--- config.mk ---
export PLATFORM = sky130hd
export DESIGN_NAME = md5_digest_engine
export DESIGN_NICKNAME = d
export VERILOG_FILES = /design/src/hdl/md5_pkg.sv /design/src/hdl/md5_blk_buf.sv /design/src/hdl/md5_round.sv /design/src/hdl/md5_digest_engine.sv
export SDC_FILE = /design/constraint.sdc
export NUM_CORES = 2
export LEC_CHECK = 0
export BUFFER_PORTS_ARGS = -buffer_cell sky130_fd_sc_hd__clkbuf_2
export CORE_ASPECT_RATIO = 1.5
export CORE_MARGIN = 4
export CORE_UTILIZATION = 45
export CTS_BUF_LIST = sky130_fd_sc_hd__clkbuf_4 sky130_fd_sc_hd__clkbuf_8
export DETAILED_ROUTE_END_ITERATION = 8
export HOLD_SLACK_MARGIN = 0.06
export MAX_ROUTING_LAYER = met4
export RECOVER_POWER = 25
export SKIP_LAST_GASP = 1
export SLEW_MARGIN = 20
export SYNTH_ARGS = -nofsm -noshare
export SYNTH_HDL_FRONTEND = slang
export SYNTH_SLANG_ARGS = --single-unit
--- constraint.sdc ---
create_clock -name clk -period 16.4 [get_ports clk]
set_clock_uncertainty 0.2 [all_clocks]
set_input_delay 1.64 -clock clk [delete_from_list [all_inputs] [get_ports clk]]
set_output_delay 1.64 -clock clk [all_outputs]
set_load 0.01 [all_outputs]
--- src/hdl/md5_pkg.sv ---
package md5_pkg;

  localparam int unsigned BLK_WORDS = 16;

  localparam logic [31:0] INIT_A   = 32'h67452301;
  localparam logic [31:0] INIT_B   = 32'hefcdab89;
  localparam logic [31:0] INIT_C   = 32'h98badcfe;
  localparam logic [31:0] INIT_D   = 32'h10325476;
  localparam logic [7:0]  PAD_BYTE = 8'h80;

  typedef struct packed {
    logic [31:0] data_word;
    logic [2:0]  bytes_valid;
    logic        last_word;
  } md5_in_t;

  typedef struct packed {
    logic [31:0] digest_word;
    logic [1:0]  word_index;
    logic        last_result;
  } md5_out_t;

  // the four 32-bit words a, b, c, d of a chaining value or working set
  typedef struct packed {
    logic [31:0] a;
    logic [31:0] b;
    logic [31:0] c;
    logic [31:0] d;
  } md5_abcd_t;

  // write port of the block buffer
  typedef struct packed {
    logic        en;
    logic [3:0]  addr;
    logic [31:0] data;
  } md5_wr_t;

  typedef enum logic [1:0] {
    S_IDLE,
    S_PAD,
    S_COMP,
    S_OUT
  } md5_state_t;

  localparam md5_abcd_t CHAIN_INIT = '{a: INIT_A, b: INIT_B, c: INIT_C, d: INIT_D};

  localparam logic [31:0] ROUND_K [64] = '{
    32'hd76aa478, 32'he8c7b756, 32'h242070db, 32'hc1bdceee,
    32'hf57c0faf, 32'h4787c62a, 32'ha8304613, 32'hfd469501,
    32'h698098d8, 32'h8b44f7af, 32'hffff5bb1, 32'h895cd7be,
    32'h6b901122, 32'hfd987193, 32'ha679438e, 32'h49b40821,
    32'hf61e2562, 32'hc040b340, 32'h265e5a51, 32'he9b6c7aa,
    32'hd62f105d, 32'h02441453, 32'hd8a1e681, 32'he7d3fbc8,
    32'h21e1cde6, 32'hc33707d6, 32'hf4d50d87, 32'h455a14ed,
    32'ha9e3e905, 32'hfcefa3f8, 32'h676f02d9, 32'h8d2a4c8a,
    32'hfffa3942, 32'h8771f681, 32'h6d9d6122, 32'hfde5380c,
    32'ha4beea44, 32'h4bdecfa9, 32'hf6bb4b60, 32'hbebfbc70,
    32'h289b7ec6, 32'heaa127fa, 32'hd4ef3085, 32'h04881d05,
    32'hd9d4d039, 32'he6db99e5, 32'h1fa27cf8, 32'hc4ac5665,
    32'hf4292244, 32'h432aff97, 32'hab9423a7, 32'hfc93a039,
    32'h655b59c3, 32'h8f0ccc92, 32'hffeff47d, 32'h85845dd1,
    32'h6fa87e4f, 32'hfe2ce6e0, 32'ha3014314, 32'h4e0811a1,
    32'hf7537e82, 32'hbd3af235, 32'h2ad7d2bb, 32'heb86d391
  };

  // rotate amounts, indexed by {quarter, round mod 4}
  localparam logic [4:0] ROT_S [16] = '{
    5'd7, 5'd12, 5'd17, 5'd22, 5'd5, 5'd9,  5'd14, 5'd20,
    5'd4, 5'd11, 5'd16, 5'd23, 5'd6, 5'd10, 5'd15, 5'd21
  };

  // message word used by round r
  function automatic logic [3:0] msg_index(input logic [5:0] r);
    logic [3:0] lo;
    logic [3:0] idx;
    lo = r[3:0];
    unique case (r[5:4])
      2'd0: idx = lo;
      2'd1: idx = (lo << 2) + lo + 4'd1;
      2'd2: idx = (lo << 1) + lo + 4'd5;
      2'd3: idx = (lo << 3) - lo;
      default: idx = lo;
    endcase
    return idx;
  endfunction

endpackage

--- src/hdl/md5_blk_buf.sv ---
module md5_blk_buf
  import md5_pkg::*;
(
  input  logic        clk,
  input  md5_wr_t     wr,
  input  logic [3:0]  rd_addr,
  output logic [31:0] rd_data
);

  logic [31:0] mem [BLK_WORDS];

  always_ff @(posedge clk) begin
    if (wr.en) begin
      mem[wr.addr] <= wr.data;
    end
    rd_data <= mem[rd_addr];
  end

endmodule

--- src/hdl/md5_round.sv ---
module md5_round
  import md5_pkg::*;
(
  input  md5_abcd_t   cur,
  input  logic [5:0]  rnd,
  input  logic [31:0] km,
  output md5_abcd_t   nxt
);

  logic [31:0] f;
  logic [31:0] sum;
  logic [31:0] rot;
  logic [4:0]  s;

  always_comb begin
    unique case (rnd[5:4])
      2'd0: f = (cur.b & cur.c) | (~cur.b & cur.d);
      2'd1: f = (cur.d & cur.b) | (~cur.d & cur.c);
      2'd2: f = cur.b ^ cur.c ^ cur.d;
      2'd3: f = cur.c ^ (cur.b | ~cur.d);
      default: f = '0;
    endcase
    // km already holds round constant plus message word
    sum = f + cur.a + km;
    s   = ROT_S[{rnd[5:4], rnd[1:0]}];
    // rotate amount is never zero
    rot = (sum << s) | (sum >> (6'd32 - 6'(s)));
    nxt.a = cur.d;
    nxt.b = cur.b + rot;
    nxt.c = cur.b;
    nxt.d = cur.c;
  end

endmodule

--- src/hdl/md5_digest_engine.sv ---
// md5 digest engine
//
// msg channel (msg_valid/msg_ready/msg_data): one transaction per 32-bit
// message word, first byte in bits 7:0. the word flagged last_word closes
// the message and carries the count of valid bytes (0..4, larger reads as 4).
// dig channel (dig_valid/dig_ready/dig_data): four transactions per message,
// digest words a, b, c, d with word_index 0..3, last_result on d.
//
// timing: a body word that does not fill the block leaves the engine idle
// and ready for the next word. the sixteenth word of a block starts a
// compression (fetch of the first message word and round constant, 64
// rounds at one round per cycle through the shared round unit, fold into
// the chaining value). the last word is followed by padding, one or two
// compressions and the hand-out of the four digest words. msg_ready is
// high only while the engine is idle. the digest is held in an output
// register: a stalled receiver holds off the rest of the digest, and the
// next message may start while the final digest word still waits.
// reset (rst, synchronous) restores the initial chaining value, clears the
// length and word counters and drops dig_valid. the block buffer is not
// cleared: every word is written before it is read.
module md5_digest_engine
  import md5_pkg::*;
(
  input  logic     clk,
  input  logic     rst,
  input  logic     msg_valid,
  output logic     msg_ready,
  input  md5_in_t  msg_data,
  output logic     dig_valid,
  input  logic     dig_ready,
  output md5_out_t dig_data
);

  // compression step counter milestones
  localparam logic [6:0] STEP_FOLD = 7'd66;
  localparam logic [6:0] KM_FIRST  = 7'd1;
  localparam logic [6:0] KM_LAST   = 7'd64;
  localparam logic [6:0] RND_FIRST = 7'd2;
  localparam logic [6:0] RND_LAST  = 7'd65;

  md5_state_t state;
  md5_state_t state_next;
  md5_state_t ret;         // where to go after the compression
  md5_state_t ret_sel;

  logic [3:0]  wc;          // words now in the block buffer
  logic [63:0] bit_length;
  logic        pend_pad;    // pad word still owed after a full last word
  logic        len_lo_done; // low length word written, high word next
  logic [6:0]  step;
  logic [1:0]  out_idx;

  md5_abcd_t   chain;
  md5_abcd_t   work;
  md5_abcd_t   work_rnd;
  logic [31:0] km;
  logic [31:0] rd_data;
  logic [5:0]  rnd;
  logic [5:0]  kidx;

  md5_wr_t     wr;
  logic [31:0] push_word;
  logic [31:0] last_word_val;
  logic [2:0]  nbytes;
  logic        msg_fire;
  logic        out_load;
  logic [31:0] out_word;

  assign msg_ready = (state == S_IDLE);
  assign msg_fire  = msg_valid && msg_ready;
  assign out_load  = (state == S_OUT) && (!dig_valid || dig_ready);
  assign rnd       = 6'(step - RND_FIRST);
  assign kidx      = 6'(step - KM_FIRST);

  md5_blk_buf u_buf (
    .clk     (clk),
    .wr      (wr),
    .rd_addr (msg_index(step[5:0])),
    .rd_data (rd_data)
  );

  md5_round u_round (
    .cur (work),
    .rnd (rnd),
    .km  (km),
    .nxt (work_rnd)
  );

  // last word: keep the valid bytes, pad byte behind them if not full
  always_comb begin
    unique case (msg_data.bytes_valid) inside
      3'd0: begin
        last_word_val = {24'd0, PAD_BYTE};
        nbytes        = 3'd0;
      end
      3'd1: begin
        last_word_val = {16'd0, PAD_BYTE, msg_data.data_word[7:0]};
        nbytes        = 3'd1;
      end
      3'd2: begin
        last_word_val = {8'd0, PAD_BYTE, msg_data.data_word[15:0]};
        nbytes        = 3'd2;
      end
      3'd3: begin
        last_word_val = {PAD_BYTE, msg_data.data_word[23:0]};
        nbytes        = 3'd3;
      end
      [3'd4:3'd7]: begin
        last_word_val = msg_data.data_word;
        nbytes        = 3'd4;
      end
      default: begin
        last_word_val = msg_data.data_word;
        nbytes        = 3'd4;
      end
    endcase
  end

  // idle: message word; padding: pad word if owed, zeros to word 14, length
  always_comb begin
    if (state == S_IDLE) begin
      push_word = msg_data.last_word ? last_word_val : msg_data.data_word;
    end else if (pend_pad) begin
      push_word = {24'd0, PAD_BYTE};
    end else if (len_lo_done) begin
      push_word = bit_length[63:32];
    end else if (wc == 4'd14) begin
      push_word = bit_length[31:0];
    end else begin
      push_word = '0;
    end
    wr.en   = msg_fire || (state == S_PAD);
    wr.addr = wc;
    wr.data = push_word;
  end

  always_comb begin
    unique case (out_idx)
      2'd0: out_word = chain.a;
      2'd1: out_word = chain.b;
      2'd2: out_word = chain.c;
      2'd3: out_word = chain.d;
      default: out_word = chain.a;
    endcase
  end

  // next state and return target
  always_comb begin
    state_next = state;
    ret_sel    = S_IDLE;
    unique case (state)
      S_IDLE: begin
        ret_sel = msg_data.last_word ? S_PAD : S_IDLE;
        if (msg_fire) begin
          if (wc == 4'd15) begin
            state_next = S_COMP;
          end else if (msg_data.last_word) begin
            state_next = S_PAD;
          end
        end
      end
      S_PAD: begin
        ret_sel = len_lo_done ? S_OUT : S_PAD;
        if (wc == 4'd15) begin
          state_next = S_COMP;
        end
      end
      S_COMP: begin
        if (step == STEP_FOLD) begin
          state_next = ret;
        end
      end
      S_OUT: begin
        if (out_load && out_idx == 2'd3) begin
          state_next = S_IDLE;
        end
      end
      default: state_next = S_IDLE;
    endcase
  end

  always_ff @(posedge clk) begin
    if (rst) begin
      state <= S_IDLE;
    end else begin
      state <= state_next;
    end
  end

  // control and chaining state
  always_ff @(posedge clk) begin
    if (rst) begin
      ret         <= S_IDLE;
      wc          <= '0;
      bit_length  <= '0;
      pend_pad    <= 1'b0;
      len_lo_done <= 1'b0;
      step        <= '0;
      out_idx     <= '0;
      dig_valid   <= 1'b0;
      chain       <= CHAIN_INIT;
    end else begin
      if (wr.en) begin
        wc <= wc + 4'd1;
        if (wc == 4'd15) begin
          ret  <= ret_sel;
          step <= '0;
        end
      end

      if (msg_fire) begin
        if (msg_data.last_word) begin
          bit_length <= bit_length + {58'd0, nbytes, 3'd0};
          pend_pad   <= (nbytes == 3'd4);
        end else begin
          bit_length <= bit_length + 64'd32;
        end
      end

      if (state == S_PAD) begin
        if (pend_pad) begin
          pend_pad <= 1'b0;
        end else if (len_lo_done) begin
          len_lo_done <= 1'b0;
        end else if (wc == 4'd14) begin
          len_lo_done <= 1'b1;
        end
      end

      if (state == S_COMP) begin
        step <= step + 7'd1;
        if (step == STEP_FOLD) begin
          chain.a <= chain.a + work.a;
          chain.b <= chain.b + work.b;
          chain.c <= chain.c + work.c;
          chain.d <= chain.d + work.d;
        end
      end

      if (dig_valid && dig_ready && !out_load) begin
        dig_valid <= 1'b0;
      end
      if (out_load) begin
        dig_valid <= 1'b1;
        out_idx   <= out_idx + 2'd1;
        if (out_idx == 2'd3) begin
          // last digest word loaded, start afresh for the next message
          chain      <= CHAIN_INIT;
          bit_length <= '0;
          wc         <= '0;
        end
      end
    end
  end

  // round datapath and output register
  always_ff @(posedge clk) begin
    if (state == S_COMP) begin
      if (step == 7'd0) begin
        work <= chain;
      end else if (step >= RND_FIRST && step <= RND_LAST) begin
        work <= work_rnd;
      end
      // constant plus message word, registered ahead of the round using it
      if (step >= KM_FIRST && step <= KM_LAST) begin
        km <= ROUND_K[kidx] + rd_data;
      end
    end
    if (out_load) begin
      dig_data.digest_word <= out_word;
      dig_data.word_index  <= out_idx;
      dig_data.last_result <= (out_idx == 2'd3);
    end
  end

  // the buffer is always empty when the digest is handed out
  a_out_empty_buf: assert property (@(posedge clk) disable iff (rst)
    state == S_OUT |-> wc == 4'd0)
    else $error("block buffer not empty while the digest is handed out");

  // digest words come out in order a, b, c, d
  a_dig_order: assert property (@(posedge clk) disable iff (rst)
    dig_valid && dig_ready && !dig_data.last_result |=>
      !dig_valid || dig_data.word_index == $past(dig_data.word_index) + 2'd1)
    else $error("digest words out of order");

  // the pad word and the high length word are never owed together
  a_pad_len: assert property (@(posedge clk) disable iff (rst)
    state == S_PAD |-> !(pend_pad && len_lo_done))
    else $error("padding sequence broken");

endmodule

== Yosys cells after proc, flatten, opt, wreduce, memory -nomap -nowiden ==
Memories as Yosys holds them, arrays and structs flattened. A register that Yosys moved wholly into a read port is not among the register bits.
Cells that the tools add are included.
Widths: inputs -> output; s select.

* Bits in registers: 407
* RAM bits: 512
* Bits in read-only memories: 2128
* Input bits: 40
* Output and inout port bits: 37
* Logic and storage cells: 170
* Memories: 3

* $add $sub $neg: 21
* $lt $le $gt $ge: 6
* Equality and inequality tests: 24
* Shift operators: 2
* Multiplexer cells: 50
* Bitwise gates (word level): 16
* Reductions and logical operators: 27

{| class="wikitable"
|+ Memory list
! name !! words !! width !! read ports !! clocked after memory_dff !! wr ports !! line !! RTL
|-
| (no name shown) || 64 || 32 || 1 || 0 || 0 || md5_digest_engine.sv:266 || <nowiki>km <= ROUND_K[kidx] + rd_data;</nowiki>
|-
| u_buf.mem || 16 || 32 || 1 || 1 || 1 || md5_blk_buf.sv:10 || <nowiki>logic [31:0] mem [BLK_WORDS];</nowiki>
|-
| (no name shown) || 16 || 5 || 1 || 0 || 0 || md5_round.sv:25 || <nowiki>s = ROT_S[{rnd[5:4], rnd[1:0]}];</nowiki>
|}

{| class="wikitable"
|+ Operators by type and width
! cell !! count
|-
| $mux 128 || 6
|-
| $pmux 32 s4 || 3
|-
| $add 32x32->32 || 8
|-
| $mux 64 || 4
|-
| $mux 32 || 7
|-
| $and 32x32->32 || 4
|-
| $or 32x32->32 || 4
|-
| $xor 32x32->32 || 3
|-
| $add 64x6->64 || 1
|-
| $add 64x6->64 const B || 1
|-
| $not 32->32 || 2
|-
| $shl 32x5->32 || 1
|-
| $shr 32x6->32 || 1
|-
| $mux 7 || 3
|-
| $eq 2x2->1 const B || 8
|-
| $pmux 4 s4 || 1
|-
| $le 7x7->1 const B || 2
|-
| $mux 2 || 7
|-
| $mux 4 || 3
|-
| $pmux 3 s4 || 1
|-
| $mux 1 || 11
|-
| $mux 5 || 2
|-
| $reduce_and 2->1 || 5
|-
| $add 4x1->4 const B || 2
|-
| other kinds (34) || 56
|}

== Depth between registers and ports, before layout ==
* Depth after elaboration: 11
* Mapped depth: 42
* Gate-level depth less buffers: 39

== Hierarchy ==
A second synthesis with hierarchy kept.

* Cell total of the unflattened synthesis: 5550
* Area total of the unflattened synthesis: 57744.1 um^2

{| class="wikitable"
|+ Modules (own cells, without submodules)
! module !! instances !! cells an instance !! area an instance (um^2) !! sequential area each (um^2)
|-
| md5_digest_engine || 1 || 3166 || 27543.9 || 10039.6
|-
| md5_blk_buf || 1 || 838 || 19835.3 || 16015.4
|-
| md5_round || 1 || 1546 || 10364.9 || 0.0
|}

== Worst setup path before layout ==
No wires, ideal clock.

* Kind: register -> register
* From: register step[1]
* To: register work[95] (netlist name) (data pin)
* Setup time: 145 ps
* Arrival time: 9531 ps
* Data required time: 16055 ps
* Slack: 6524 ps
* Stages on the path, launching flop included: 40
* Buffers on the path: 3
* Period minus slack after synthesis: 9876 ps
* Cell sequence: dfxtp_1 > clkbuf_1 > clkinv_1 > ha_1 > nor3b_4 > xnor2_2 > clkbuf_1 > buf_1 > o21ai_0 > a22oi_1 > o21ai_0 > fa_1 > inv_1 > ha_1 > inv_1 > fa_1 > nand2b_1 > a21oi_1 > [4 not listed] > mux2i_1 > o21ai_1 > mux2i_1 > or3_1 > o211ai_1 > ha_1 > a211oi_1 > o21ai_1 > a31o_2 > a21oi_2 > nor4b_1 > o22a_1 > a41o_1 > o21a_1 > a22o_1 > o41ai_1 > xnor3_1 > o21ai_1

* Word-level cells in the longest chain between the ends: 11
* Elaborated cells on any way between the ends: 20
* Classes of those cells: add/sub: 5; eq/ne: 3; shift: 2; mux: 5; bitwise: 2; reduce/logical: 2; memory: 1

{| class="wikitable"
|+ RTL lines
! item !! line !! RTL
|-
| start: declaration || md5_digest_engine.sv:50 || <nowiki>logic [6:0] step;</nowiki>
|-
| start signal: assignment || md5_digest_engine.sv:231 || <nowiki>step <= step + 7'd1;</nowiki>
|-
| parallel branches: the longest is 10 deep, another holds $add 32x32->32 || -- ||
|-
| $mux 128 * || md5_digest_engine.sv:259 || <nowiki>if (step == 7'd0) begin</nowiki>
|-
| end signal: assignment || md5_digest_engine.sv:260 || <nowiki>work <= chain;</nowiki>
|-
| end signal: assignment || md5_digest_engine.sv:262 || <nowiki>work <= work_rnd;</nowiki>
|-
| end: declaration || md5_digest_engine.sv:54 || <nowiki>md5_abcd_t work;</nowiki>
|}

Every way passes the cells marked *. The select of a mux whose other input is x is not followed.
A chain may end at the register's enable or synchronous reset.

== Worst setup path in the final report ==
Ends and elaborated chain as after synthesis.

==> reports/results.ini <==
[clock_tree]
cts.sinks=948
clk_transition_reported_paths_ps=70
clock-root-buffer=sky130_fd_sc_hd__clkbuf_8
cts.path.max_buffers=3
numCtsBuffers=150
tritoncts_clock_tree=built
clkLatencyLatePin_ps=890
ctsHtreeMaxLevel=4
post_cts_setup_repair_buffer_count=0
number_of_hold_buffers_added_after_cts=0
postCtsResizedCells=0

[outcome]
failed_checks=capacitance limit, slew limit
run_status=complete, but fails checks

[global_route]
grt_pass1_vias=43800
antenna_found_initial=5
gr-total-overflow=0
global_route.usage.total_pct=28.5
wire_length_of_the_first_global_routing_pass_um=276000
grt_start_max_net_pins=115

[sta]
slew-limit-headroom_pct=-136
worst_pin_slew_ps=3550
final-max-slew-violation-count=178
maxClockFrequency_mhz=81.2
period_share_pct=75.1
period_needed_ps=12320
totalNegativeSetupSlack_ps=0
grt_setup_unrepaired=false
finalHoldViolations=0
setup_viol_count_final=0

[synthesis]
yosysMostFrequentCell=sky130_fd_sc_hd__nand2_1
syn-mean-instance-area_um2=10.3
ys_top_cells_by_area=sky130_fd_sc_hd__edfxtp_1 (38%), sky130_fd_sc_hd__dfxtp_1 (8.5%), sky130_fd_sc_hd__mux4_2 (5.7%)
synth_commonest_cells=sky130_fd_sc_hd__nand2_1 (711), sky130_fd_sc_hd__edfxtp_1 (707), sky130_fd_sc_hd__a21oi_1 (442)
synth_ff_type=sky130_fd_sc_hd__edfxtp_1
post_synthesis_sequential_element_count=948
asyncSetResetFlopFracSynth_pct=0
synth_area_um2=56500
synth.lib_cells_used.distinct=105
postSynthNetCount=5808
synth_area_leader_cell=sky130_fd_sc_hd__edfxtp_1
post-synth-top-area-fraction_pct=37.6
seq_area_frac_synth_pct=46.1
synth_enable_flop_cells=707
synth_cells=5473
ys_warn_count=0

[critical_path]
setup.worst_path.end_class=register
cp-start-kind=register
critPathArrivalTime_ps=12850
cp_max_fo=53
worst_r2r_endpoint=work[95]$_DFFE_PP_
critical_path.endpoint=work[95]$_DFFE_PP_
r2r.worst_path.cells=37
reg2reg_from=step[1]$_SDFFE_PP0P_
worst_path_largest_cell_delay_ps=970
slowest_stage=sky130_fd_sc_hd__dfxtp_1
crit_start=step[1]$_SDFFE_PP0P_
cp.required_ps=16930
path_class=register to register
reg2reg_setup_slack_ps=4080

[placed_design]
half_perimeter_wire_length_of_the_detailed_placement_result_um=131000
gp_congestion=0.998
detailed_place.area_um2=58800
numPortBuffers=76

[die]
start_util_pct=45.2
die-height_um=442
floorplan.io_pins=77
core_region_um2=125000
dieWidth_um=297
die_area_um2=131000
fp-row-count=159

[pwr]
powerDensity_nw_per_um2=80.9
power.static_leakage_nw=22.8
vdd.ir_drop.worst_v=0.0000835

[cells_and_area]
finalInstanceArea_um2=61900
fraction_of_layout_instances_using_a_drive_strength_above_1_pct=11.7
layout-area-overhead-vs-synth_pct=9.50
fin_nets=5833

[flow_run]
maxCapViolCount=6

[routing]
average_via_count_per_standard_cell=6.13
route.final.wire_length_um=186000
drt_first_iter_violations=3358
detail_route.drc_violations=0
route.vias.total=44400
wl_per_cell_um=25.8
ant_nets=0
first_pass_iters=7

[min_path]
worst_hold_path_type=register to register

==> metal layers <==
metal / up-vias / track usage [%] / wire [µm]
met4: 0 / 16.0 / 12000
li1: 20500 / - / -
met2: 1491 / 51.5 / 98900
met5: - / - / 0
met1: 21900 / 30.1 / 67100
met3: 470 / 3.42 / 8460
==> power by group <==
group          switching (mW)  internal, mW
logic                   0.151        0.0727
clock network           0.990          1.14
registers              0.0180          2.63
==> sequential cells by signal (all words and copies together), names as in the netlist, 7 cells and up <==
signal,cells
dig_data,35
u_buf.mem,512
chain,128
step,7
km,32
work,128
u_buf.rd_data,32
bit_length,61
==> layout by cell type, fill, tap and decap left out, types with 27 or more instances in the layout <==
| cell | synthesis | final |
|---|---|---|
| sky130_fd_sc_hd__nand2_1 | 711 | 711 |
| sky130_fd_sc_hd__edfxtp_1 | 707 | 707 |
| sky130_fd_sc_hd__a21oi_1 | 442 | 439 |
| sky130_fd_sc_hd__nor2_1 | 439 | 437 |
| sky130_fd_sc_hd__o21ai_0 | 341 | 337 |
| sky130_fd_sc_hd__ha_1 | 252 | 250 |
| sky130_fd_sc_hd__dfxtp_1 | 241 | 241 |
| sky130_fd_sc_hd__xnor2_1 | 208 | 198 |
| sky130_fd_sc_hd__clkbuf_8 | 0 | 167 |
| sky130_fd_sc_hd__mux4_2 | 142 | 141 |
| sky130_fd_sc_hd__mux2i_1 | 124 | 123 |
| sky130_fd_sc_hd__inv_1 | 115 | 114 |
| sky130_fd_sc_hd__xor2_1 | 111 | 111 |
| sky130_fd_sc_hd__a211oi_1 | 105 | 105 |
| sky130_fd_sc_hd__a21o_1 | 99 | 99 |
| sky130_fd_sc_hd__o211ai_1 | 99 | 99 |
| sky130_fd_sc_hd__nand3_1 | 97 | 97 |
| sky130_fd_sc_hd__nor3_1 | 88 | 88 |
| sky130_fd_sc_hd__buf_4 | 0 | 83 |
| sky130_fd_sc_hd__a31oi_1 | 78 | 78 |
| sky130_fd_sc_hd__clkbuf_2 | 0 | 73 |
| sky130_fd_sc_hd__nor2b_1 | 62 | 62 |
| sky130_fd_sc_hd__clkbuf_4 | 0 | 57 |
| sky130_fd_sc_hd__and3_1 | 46 | 46 |
| sky130_fd_sc_hd__nand2b_1 | 46 | 45 |
| sky130_fd_sc_hd__a211o_1 | 44 | 44 |
| sky130_fd_sc_hd__fa_1 | 43 | 43 |
| sky130_fd_sc_hd__o21a_1 | 42 | 42 |
| sky130_fd_sc_hd__a22oi_1 | 37 | 37 |
| sky130_fd_sc_hd__or3_1 | 33 | 33 |
| sky130_fd_sc_hd__a222oi_1 | 33 | 33 |
| sky130_fd_sc_hd__o21bai_1 | 27 | 27 |
==> logic make-up after synthesis <==
| kind of cell | Yosys count | share of synthesized area [%] |
|---|---|---|
| adder cells (fa/ha/maj) | 295 | 7.10 |
| multiplexers | 280 | 8.13 |
| XOR/XNOR | 324 | 5.12 |
| AO/OA/AOI/OAI | 1561 | 17.9 |
| buffers and inverters | 433 | 2.93 |
| flip-flops | 948 | 46.1 |
| AND/OR/NAND/NOR | 1632 | 12.8 |
==> final cells by class <==
class	count	area [µm²]
Inverter	122	458
Timing Repair Buffer	184	1150
Clock buffer	224	2730
Fill cell	11500	63100
Sequential cell	948	26100
Multi-Input combinational cell	4092	29000
Antenna cell	1	2.50
Tap cell	1610	2010
Clock inverter	55	455
==> worst max-delay path, delay by kind of cell, from the launching register on <==
kind | cells | cell delay [ps]
xor+xnor | 2 | 540
simple gates | 4 | 890
buf+inv | 4 | 1350
mux | 2 | 450
compound gates | 20 | 5910
fa+ha+maj | 5 | 1810
flops | 1 | 970
==> worst min-delay path by stage <==
stage / depth (start not counted) / startpoint / endpoint / slack (ps)
after floorplan: 2 / ret[1]$_SDFFE_PP0P_ / ret[1]$_SDFFE_PP0P_ / 230
after global placement: 2 / ret[1]$_SDFFE_PP0P_ / ret[1]$_SDFFE_PP0P_ / 240
after detailed placement: 2 / ret[1]$_SDFFE_PP0P_ / ret[1]$_SDFFE_PP0P_ / 240
after CTS: 2 / ret[1]$_SDFFE_PP0P_ / ret[1]$_SDFFE_PP0P_ / 250
after global routing: 2 / ret[1]$_SDFFE_PP0P_ / ret[1]$_SDFFE_PP0P_ / 270
final: 2 / ret[1]$_SDFFE_PP0P_ / ret[1]$_SDFFE_PP0P_ / 250
==> through the flow <==
stage	instances	power, mW	setup WS [ps]	util (%)	hold slack (ps)
final	7236	5.00	4080	49.5	252
after global routing	7236	5.18	3460	49.5	268
after CTS	7235	5.06	4220	49.6	250
after detailed placement	6956	2.93	4290	47.1	244
after global placement	6955	2.92	4620	47.0	239
after floorplan	5473	2.83	6520	-	229
Power figures use the tool's default switching activity.
